<file path="src/gbn_pkg.sv">
// Package: shared constants and payload types for the greedy box NMS unit.
`default_nettype none
package gbn_pkg;
  localparam int MaxBoxes  = 64;
  localparam int CoordBits = 16;
  localparam int IdxW      = $clog2(MaxBoxes);
  localparam int CntW      = $clog2(MaxBoxes + 1);
  localparam int AreaW     = 2 * CoordBits;
  localparam int ThrW      = 17;
  localparam logic [ThrW-1:0] ThrReset = 17'd29491;
  localparam logic [1:0] RegIouThr = 2'd0;

  typedef struct packed {
    logic [15:0] box_x1;
    logic [15:0] box_y1;
    logic [15:0] box_x2;
    logic [15:0] box_y2;
    logic [15:0] box_score;
    logic        in_last;
  } gbn_in_t;

  typedef struct packed {
    logic [5:0] kept_index;
    logic       out_last;
    logic       overflow;
  } gbn_out_t;

  typedef struct packed {
    logic [CoordBits-1:0] x1;
    logic [CoordBits-1:0] y1;
    logic [CoordBits-1:0] x2;
    logic [CoordBits-1:0] y2;
  } gbn_box_t;

  // Command from the sequencer to every cell.
  typedef struct packed {
    logic load;
    logic rotate;
    logic clear;
  } gbn_cmd_t;
endpackage
`default_nettype wire

</file>
<file path="src/gbn_iou.sv">
// Two-stage IoU compare of a reference box against one candidate.
`default_nettype none
module gbn_iou import gbn_pkg::*; (
  input  wire logic          clk_i,
  input  wire gbn_box_t      ref_i,
  input  wire logic [AreaW-1:0] ref_area_i,
  input  wire gbn_box_t      cand_i,
  input  wire logic [ThrW-1:0] thr_i,
  output logic               over_o
);
  logic [CoordBits-1:0] ix1, iy1, ix2, iy2, iw, ih, cw, ch;
  logic [AreaW-1:0] inter_q, carea_q;
  logic [AreaW:0] uni;
  logic [AreaW+16:0] lhs, rhs;

  always_comb begin
    ix1 = (ref_i.x1 > cand_i.x1) ? ref_i.x1 : cand_i.x1;
    iy1 = (ref_i.y1 > cand_i.y1) ? ref_i.y1 : cand_i.y1;
    ix2 = (ref_i.x2 < cand_i.x2) ? ref_i.x2 : cand_i.x2;
    iy2 = (ref_i.y2 < cand_i.y2) ? ref_i.y2 : cand_i.y2;
    iw = (ix2 > ix1) ? ix2 - ix1 : '0;
    ih = (iy2 > iy1) ? iy2 - iy1 : '0;
    cw = (cand_i.x2 > cand_i.x1) ? cand_i.x2 - cand_i.x1 : '0;
    ch = (cand_i.y2 > cand_i.y1) ? cand_i.y2 - cand_i.y1 : '0;
  end

  always_ff @(posedge clk_i) begin
    inter_q <= AreaW'(iw) * AreaW'(ih);
    carea_q <= AreaW'(cw) * AreaW'(ch);
  end

  // Second stage: union and the cross-multiplied threshold test.
  always_comb begin
    uni = {1'b0, ref_area_i} + {1'b0, carea_q} - {1'b0, inter_q};
    lhs = {1'b0, inter_q, 16'h0};
    rhs = (AreaW + 17)'(uni) * (AreaW + 17)'(thr_i);
  end

  assign over_o = lhs > rhs;
endmodule
`default_nettype wire
</file>
<file path="config.mk">
export PLATFORM = sky130hd
export DESIGN_NAME = gbn_iou
export DESIGN_NICKNAME = d
export VERILOG_FILES = /design/src/gbn_pkg.sv /design/src/gbn_iou.sv
export SDC_FILE = /design/constraint.sdc
export NUM_CORES = 2
export LEC_CHECK = 0
export BUFFER_PORTS_ARGS = -buffer_cell sky130_fd_sc_hd__clkbuf_2
export CAP_MARGIN = 10
export CORE_AREA = 5 5 301 303
export CTS_CLUSTER_SIZE = 25
export DETAILED_ROUTE_END_ITERATION = 8
export DIE_AREA = 0 0 306 308
export HOLD_SLACK_MARGIN = 0.05
export PLACE_DENSITY_LB_ADDON = 0.1
export SYNTH_ARGS = -nofsm -noshare
export SYNTH_HDL_FRONTEND = slang
export SYNTH_SLANG_ARGS = --single-unit
</file>
<file path="constraint.sdc">
create_clock -name clk_i -period 12.89 [get_ports clk_i]
set_input_delay 1.9335 -clock clk_i [delete_from_list [all_inputs] [get_ports clk_i]]
set_output_delay 1.9335 -clock clk_i [all_outputs]
set_load 0.01 [all_outputs]
</file>
==> reports/summary.md <==
- Post-synth EDFFs: 0
- layout-stage area growth over the synthesis result: 12.25%
- final std cells w/o fill: 6844
- vias in the first global route: 38360
- unrepaired setup endpoints after global routing: true
- Avg Cell Area, Syn: 8.438 um^2
- number of remaining DRC errors: 0
- final worst path period share: 108.8%
- worst hold path endpoint: inter_q[0]
- count of cells along the worst hold path: 5
- first-pass GRT wire length: 211.5 mm
- H-tree depth: 3
- Post-synth ARST share: 0%
- clock transition time at the flip-flop clock pins of the worst setup and hold paths: 0.06 ns
- Worst Setup Start Kind: input port
- DPL Wire Length: 115.3 mm
- width of the chip: 306 um
- cell at the slowest stage of the critical path: sky130_fd_sc_hd__fa_2
- DIE HEIGHT: 308 um
- overall overflow remaining after global route: 0
- area share of the largest cell type after synthesis: 40.03%
- overall fraction of global-route tracks in use: 28.19%
- crit path time final: 14.03 ns
- TritonCTS Buffers: 9
- Hold Path Origin: ref_i[0]
- count of distinct cell types in the synthesized netlist: 93
- minimum hold slack: 2.474 ns
- WS Path Type: in -> out
- floorplan core area: 0.08769 mm^2
- via/cell ratio: 5.256
- worst hold path class: in -> reg
- routability-driven placement congestion ratio: 0.9866
- final core area utilization: 56.78%
- setup slack of the critical path after layout: -1.137 ns
- Hold Vio Cnt, Final: 0
- number of instances in the synthesized netlist: 5257
- Vias: 35970
- cell types occupying the most area after synthesis: sky130_fd_sc_hd__fa_1, sky130_fd_sc_hd__ha_1, sky130_fd_sc_hd__inv_1
- largest net degree at the start of global routing: 34
- number of I/O port buffers: 178
- post-placement setup slack: -1.221 ns
- Clock Sinks: 64
- cell area after technology mapping: 0.04436 mm^2
- Highest Clock Rate: 71.29 MHz
- FF+latch count, synth: 64
- placed cell count: 6822
- most frequent cells in the layout: sky130_fd_sc_hd__inv_1, sky130_fd_sc_hd__fa_1, sky130_fd_sc_hd__nand2_1, sky130_fd_sc_hd__ha_1, sky130_fd_sc_hd__buf_4
- Largest stage delay, worst path: 0.60 ns
- CP Data Required Time: 10.96 ns
- Max transition margin: 28.53%
- starting utilization of the core area: 50.58%
- most common cell after layout, fill and taps aside: sky130_fd_sc_hd__inv_1
- Seq/Total Area, Yosys: 2.888%
- number of pins with negative max-slew slack in the final report: 0
- die outline area: 0.09425 mm^2
- Max Cap Violations: 0
- DRT antenna net count: 0
- nature of the critical path endpoint: primary output
- transition time at the pin with the least slew margin: 1.066 ns
- status: finished, violations left
- DRC violation total after the first TritonRoute iteration: 2060
- net count reported at finish: 7256
- CTS root buffer: sky130_fd_sc_hd__clkbuf_16
- most common cell type on the critical path: sky130_fd_sc_hd__fa_1
- Pre-antenna DRT Iters: 5
- Yosys warning total: 0
- clock buffer depth: 2
- Synth area leader: sky130_fd_sc_hd__fa_1
- proportion of layout cells with a drive suffix above 1: 13.07%
- Max Fanout on Critical Path: 11
- Post-synth top flop: sky130_fd_sc_hd__dfxtp_1
- number of antenna violations at the first check in global routing: 6
- row cnt: 109
- CTS tree: yes
- average wire length per cell after detail routing: 19.05 um
- number of top-level pins: 179
- final setup violation count: 1
- violated checks: setup timing
- nets in the synthesized netlist: 6841
- signal arrival time at the worst endpoint: 12.09 ns
- overall routed net length: 130.3 mm
-- flip-flops by register name, indices dropped and copies added (netlist names) --
register,cells
carea_q,32
inter_q,32
-- per-layer routing --
| metal | share of wire [%] | track usage, % | wire (um) |
|---|---|---|---|
| met3 | 5.7 | 3.729 | 7436 |
| met4 | 4.1 | 9.228 | 5306 |
| met2 | 47 | 47.82 | 61160 |
| met5 | 0.025 | 0 | 33 |
| met1 | 43 | 37.73 | 56410 |
-- logic make-up after synthesis --
group / count (synthesis) / synth area share, %
fa+ha+maj: 1406 / 54.67
compound gates: 560 / 8.527
buf+inv: 1408 / 12.26
flops: 64 / 2.888
simple gates: 1582 / 16.60
xor+xnor: 164 / 3.314
mux: 73 / 1.743
-- worst max-delay path: cells and delay by family --
kind	cells	cell delay, ns
AO/OA/AOI/OAI	15	2.82
XOR/XNOR	1	0.10
adder cells (fa/ha/maj)	10	4.40
buffers and inverters	11	1.22
AND/OR/NAND/NOR	9	1.59
-- cell usage after synthesis (50+ instances only) --
master / instances
sky130_fd_sc_hd__inv_1: 1233
sky130_fd_sc_hd__fa_1: 887
sky130_fd_sc_hd__nand2_1: 794
sky130_fd_sc_hd__ha_1: 519
sky130_fd_sc_hd__and2_1: 254
sky130_fd_sc_hd__nor2_1: 205
sky130_fd_sc_hd__a21oi_1: 155
sky130_fd_sc_hd__clkbuf_1: 116
sky130_fd_sc_hd__a21o_1: 111
sky130_fd_sc_hd__xnor2_1: 101
sky130_fd_sc_hd__o21ai_0: 79
sky130_fd_sc_hd__dfxtp_1: 64
sky130_fd_sc_hd__nor3_1: 64
sky130_fd_sc_hd__xor2_1: 60
sky130_fd_sc_hd__nor2b_1: 50
-- worst max path at each step --
stage | cells past startpoint | end | start | slack, ns
after floorplan | 41 | over_o | ref_area_i[5] | 0.00001
after global placement | 46 | over_o | ref_area_i[5] | -1.12
after detailed placement | 46 | over_o | ref_area_i[5] | -1.22
after CTS | 46 | over_o | ref_area_i[5] | -1.17
after global routing | 46 | over_o | ref_area_i[1] | -1.76
final | 46 | over_o | ref_area_i[1] | -1.14
-- repair_timing --
item / CTS / global route
setup endpoints to repair: 1 / 4
buffers inserted: 4 / 0
pin swaps: 5 / 2
resized for setup: 6 / 8
hold buffers: 0 / 0
-- per-stage QoR --
step / cell area, um^2 / TNS (ns)
CTS: 49760 / -1.166
finish: 49790 / -1.137
global route: 49790 / -1.758
global placement: 49350 / -1.115
detailed placement: 49350 / -1.221
floorplan: 44770 / 0
-- cell type report --
type | instances | area, um^2
clock buffers | 9 | 225.2
diodes | 2 | 5.005
inverters | 1233 | 4628
fillers | 8240 | 37900
clock inverters | 7 | 125.1
well taps | 1165 | 1458
flip-flops and latches | 64 | 1281
repair buffers | 579 | 4009
multi-input cells | 3785 | 38060
Power is left out: the tool's default activity adds up to more than one toggle a clock period on the data nets, which glitch-free logic cannot reach.
