===== src/gbn_pkg.sv =====
// Package: shared constants and payload types for the greedy box NMS unit.
`default_nettype none
package gbn_pkg;
  localparam int MaxBoxes  = 64;
  localparam int CoordBits = 16;
  localparam int IdxW      = $clog2(MaxBoxes);
  localparam int CntW      = $clog2(MaxBoxes + 1);
  localparam int AreaW     = 2 * CoordBits;
  localparam int ThrW      = 17;
  localparam logic [ThrW-1:0] ThrReset = 17'd29491;
  localparam logic [1:0] RegIouThr = 2'd0;

  typedef struct packed {
    logic [15:0] box_x1;
    logic [15:0] box_y1;
    logic [15:0] box_x2;
    logic [15:0] box_y2;
    logic [15:0] box_score;
    logic        in_last;
  } gbn_in_t;

  typedef struct packed {
    logic [5:0] kept_index;
    logic       out_last;
    logic       overflow;
  } gbn_out_t;

  typedef struct packed {
    logic [CoordBits-1:0] x1;
    logic [CoordBits-1:0] y1;
    logic [CoordBits-1:0] x2;
    logic [CoordBits-1:0] y2;
  } gbn_box_t;

  // Command from the sequencer to every cell.
  typedef struct packed {
    logic load;
    logic rotate;
    logic clear;
  } gbn_cmd_t;
endpackage
`default_nettype wire


===== src/gbn_cell.sv =====
// One storage cell of the rotating box ring.
`default_nettype none
module gbn_cell import gbn_pkg::*; (
  input  wire logic        clk_i,
  input  wire logic        rst_ni,
  input  wire gbn_cmd_t    cmd_i,
  input  wire logic        kill_i,
  input  wire gbn_box_t    box_i,
  input  wire logic [15:0] score_i,
  input  wire logic [IdxW-1:0] idx_i,
  input  wire logic        alive_i,
  output gbn_box_t         box_o,
  output logic [15:0]      score_o,
  output logic [IdxW-1:0]  idx_o,
  output logic             alive_o
);
  gbn_box_t box_q;
  logic [15:0] score_q;
  logic [IdxW-1:0] idx_q;
  logic alive_q, alive_d;

  always_comb begin
    alive_d = alive_q;
    if (cmd_i.clear) alive_d = 1'b0;
    else if (cmd_i.load || cmd_i.rotate) alive_d = alive_i & ~kill_i;
  end

  always_ff @(posedge clk_i or negedge rst_ni) begin
    if (!rst_ni) alive_q <= 1'b0;
    else alive_q <= alive_d;
  end

  always_ff @(posedge clk_i) begin
    if (cmd_i.load || cmd_i.rotate) begin
      box_q   <= box_i;
      score_q <= score_i;
      idx_q   <= idx_i;
    end
  end

  assign box_o = box_q;
  assign score_o = score_q;
  assign idx_o = idx_q;
  assign alive_o = alive_q;
endmodule
`default_nettype wire


===== config.mk =====
export PLATFORM = sky130hd
export DESIGN_NAME = gbn_cell
export DESIGN_NICKNAME = d
export VERILOG_FILES = /design/src/gbn_pkg.sv /design/src/gbn_cell.sv
export SDC_FILE = /design/constraint.sdc
export NUM_CORES = 1
export LEC_CHECK = 0
export ABC_AREA = 1
export ABC_CLOCK_PERIOD_IN_PS = 800
export BUFFER_PORTS_ARGS = -buffer_cell sky130_fd_sc_hd__buf_2
export CORE_MARGIN = 2
export CORE_UTILIZATION = 37
export DETAILED_ROUTE_END_ITERATION = 6
export PLACE_DENSITY = 0.75
export SLEW_MARGIN = 20
export SYNTH_ARGS = -nofsm -noshare
export SYNTH_HDL_FRONTEND = slang
export SYNTH_SLANG_ARGS = --single-unit

===== constraint.sdc =====
create_clock -name clk_i -period 0.8 [get_ports clk_i]
set_input_delay 0.12 -clock clk_i [delete_from_list [all_inputs] [get_ports clk_i]]
set_output_delay 0.12 -clock clk_i [all_outputs]
set_load 0.02 [all_outputs]

==> impl_summary.log <==
INFO  metric grt_overflow_total = 0
INFO  metric worstPathCellList = buf_6
INFO  metric edff_count_synth = 86
INFO  metric synthTopCellsByCount = sky130_fd_sc_hd__edfxtp_1, sky130_fd_sc_hd__inv_1
INFO  metric vdd_ir_drop_max = 1.56 mV
INFO  metric timing.final.max_slew_violations = 0
INFO  metric timing.critical_path.slowest_cell_delay = between 400 and 500 ps
INFO  metric initial_core_util = 0.388
INFO  metric clock_tree.root_cell = sky130_fd_sc_hd__clkbuf_8
INFO  metric cts-htree-levels = 3
INFO  metric tritoncts = yes
INFO  metric worst-r2r-setup-slack = 20 ps
INFO  metric violations_in_the_final_reports = negative setup slack
INFO  metric postRouteWirelength = approximately 10 mm
INFO  metric die_ht = ~89 um
INFO  metric drt-pass1-iter-count = 4
INFO  metric synth-warning-count = 0
INFO  metric ioPinCount = 180
INFO  metric worstSetupPathType = reg -> out
INFO  metric grt_start_max_net_pins = 20
INFO  metric timing.critical_path.buf_inv = 1
INFO  metric yosysTopAreaCell = sky130_fd_sc_hd__edfxtp_1
INFO  metric antenna_violating_nets_post_route = 0
INFO  metric synth_top_cell_area_share = 0.970
INFO  metric vias_per_cell = roughly 4.5
INFO  metric timing_worst_slew_pin_value = ~190 ps
INFO  metric placedCellCount = approximately 380
INFO  metric arrival = between 900 and 1000 ps
INFO  metric synthDistinctLibCells = 10
INFO  metric rr_startpoint = alive_o
INFO  metric detailedPlacementHpwl = 4.55 mm
INFO  metric num_rows = 30
INFO  metric drc_violation_count_after_routing = 0
INFO  metric setup.worst_path.end = box_o[25]
INFO  metric whs = about 84 ps
INFO  metric die-area = 0.00789 mm^2
INFO  metric drive_gt1_frac = 0.531
INFO  metric port-buffer-count = 179
INFO  metric vias = 2,147
INFO  metric gp_routability_congestion = about 0.71
INFO  metric clk_pin_slew = ~90 ps
INFO  metric relSlewSlack = 0.873
INFO  metric clock_tree.buffer_depth = 2
INFO  metric top_count_cell_post_synth = sky130_fd_sc_hd__edfxtp_1
INFO  metric synth_async_sr_flop_share = 0.0115
INFO  metric fin_worst_skew = 0 ps
INFO  metric worst_r2r_endpoint = alive_o
INFO  metric fin_nets = around 470
INFO  metric die_width = 88.8 um
INFO  metric final_period_minus_worst_setup_slack = 1090 ps
INFO  metric area.growth.synth_to_final = 100%
INFO  metric ys_ff_latch = 87
INFO  metric fillers = roughly 340
INFO  metric wire_per_inst = a little over 20 um
INFO  metric worst_setup_path_start_kind = flop
INFO  metric final_min_period_over_clock_period = 1.36
INFO  metric synth_fp_nets = 190
INFO  metric final_cells = 480
INFO  metric yosys-top-cells-area = sky130_fd_sc_hd__edfxtp_1, sky130_fd_sc_hd__dfrtp_1, sky130_fd_sc_hd__inv_1, sky130_fd_sc_hd__nor2_4, sky130_fd_sc_hd__nand3_2
INFO  metric power.leakage = roughly 2.3 nW
INFO  metric postSynthAreaPerCell = between 20 and 30 um^2
INFO  metric grt_pass1_vias = ~2,300
INFO  metric dominantRegCellSynth = sky130_fd_sc_hd__edfxtp_1
INFO  metric worst-path-stages = 1
INFO  metric status = complete, but fails checks
INFO  metric all_layer_gr_usage = 0.224
INFO  metric post_synth_inst_count = between 90 and 100
INFO  metric core = around 0.0069 mm^2
INFO  metric clkLatencyLatePin = around 340 ps
INFO  metric critical_path.startpoint = box_o[25]
INFO  metric maxCapViolations = 0
INFO  metric insertedDiodeCount = 0
INFO  metric drtIter0Drc = between 150 and 200
INFO  metric cp_slowest_cell = sky130_fd_sc_hd__edfxtp_1
INFO  metric power.density_cell_area = around 2100 mW/mm^2
INFO  metric worst_r2r_path_depth = 2
INFO  metric rsz0062_at_grt = true
INFO  metric cts_inserted_buffers = 9
INFO  metric post_synthesis_sequential_area_ratio = 0.979
INFO  metric crit_family = flip-flops
INFO  metric fin_ws = -285 ps
INFO  metric cts.sinks = 87
INFO  metric antenna_violations_before_repair = 0
INFO  metric grt_first_pass_wirelength = approximately 12 mm
INFO  metric post_synthesis_instance_area = between 0.002 and 0.003 mm^2
INFO  metric critical_path.endpoint_type = output pin
INFO  metric timing.final.setup_violations = between 80 and 90
INFO  metric final_hold_violating_endpoints = 0
INFO  metric worst_hold_path_type = in -> async
INFO  metric achievable-frequency = around 900 MHz
INFO  metric worst_ep_required_time = 680 ps
INFO  metric worstPathMaxFanout = 1
-- what timing repair did --
item | CTS | global route
resized for setup | 52 | 89
hold endpoints to repair | 87 | 0
buffers inserted | 0 | 0
setup endpoints to repair | 87 | 87
hold buffers | 87 | 0
-- how the worst min path moves through the flow --
stage,from,endpoint,depth (start not counted)
after floorplan,rst_ni,alive_o,0
after global placement,rst_ni,alive_o,1
after detailed placement,rst_ni,alive_o,1
after CTS,cmd_i[2],alive_o,4
after global routing,rst_ni,alive_o,2
final,rst_ni,alive_o,2
-- cells in the final DEF (no fill, tap or decap) --
cell type,synthesis,final
sky130_fd_sc_hd__buf_12,0,5
sky130_fd_sc_hd__inv_1,3,3
sky130_fd_sc_hd__nand3_1,1,1
sky130_fd_sc_hd__nand2_8,0,1
sky130_fd_sc_hd__buf_6,0,70
sky130_fd_sc_hd__edfxtp_1,86,86
sky130_fd_sc_hd__clkbuf_8,0,9
sky130_fd_sc_hd__inv_2,1,1
sky130_fd_sc_hd__inv_6,0,2
sky130_fd_sc_hd__nand2_1,1,1
sky130_fd_sc_hd__buf_2,0,109
sky130_fd_sc_hd__nor2_4,1,1
sky130_fd_sc_hd__nor2_1,1,1
sky130_fd_sc_hd__clkinvlp_4,0,1
sky130_fd_sc_hd__clkinv_4,0,1
sky130_fd_sc_hd__dlygate4sd3_1,0,87
sky130_fd_sc_hd__nand3_2,1,1
sky130_fd_sc_hd__bufinv_16,0,2
sky130_fd_sc_hd__buf_4,0,1
sky130_fd_sc_hd__dfrtp_1,1,1
-- state kept, by name, indices dropped and copies added (netlist names) --
signal	flops
box_o	64
alive_o	1
score_o	16
idx_o	6
-- cell families after synthesis --
kind of cell / count (synthesis) / share of synthesized area
flip-flops: 87 / 0.979
AND/OR/NAND/NOR: 6 / 0.0150
buffers and inverters: 4 / 0.00564
-- area by class of cell --
cell class / count / area [um^2] / area share
inverters: 4 / 15.0 / 0.00282
flip-flops and latches: 87 / 2610 / 0.490
well taps: 96 / 120 / 0.0226
clock inverters: 6 / 93.8 / 0.0176
multi-input cells: 6 / 53.8 / 0.0101
repair buffers: 272 / 2310 / 0.434
clock buffers: 9 / 124 / 0.0233
-- per-layer routing --
layer  GRT usage  up-vias  part of all wire
li1            -      950                 -
met1       0.243     1025              0.35
met2       0.391      147              0.53
met3      0.0812       25             0.084
met4       0.106        0             0.031
met5           0        -                 0
-- power by group --
group	switching (mW)	leakage, nW	internal, mW
clock network	1.62	0.106	1.77
logic	0.995	1.31	1.13
registers	0.214	0.890	5.47
total	2.83	2.30	8.37
-- per-stage QoR --
stage,cell area [um^2],util,setup WS [ps],total power [mW],setup TNS [ps]
6_report,5330,0.775,-285,11.2,-18740
2_1_floorplan,2680,-,-142,6.30,-12290
4_1_cts,5050,0.735,-261,10.8,-18770
3_5_place_dp,3800,0.553,-120,7.00,-9910
5_1_grt,5330,0.775,-308,11.5,-21930
3_3_place_gp,3800,0.553,-95.7,6.97,-7860
Note: power is estimated with default switching activity, not from simulation.
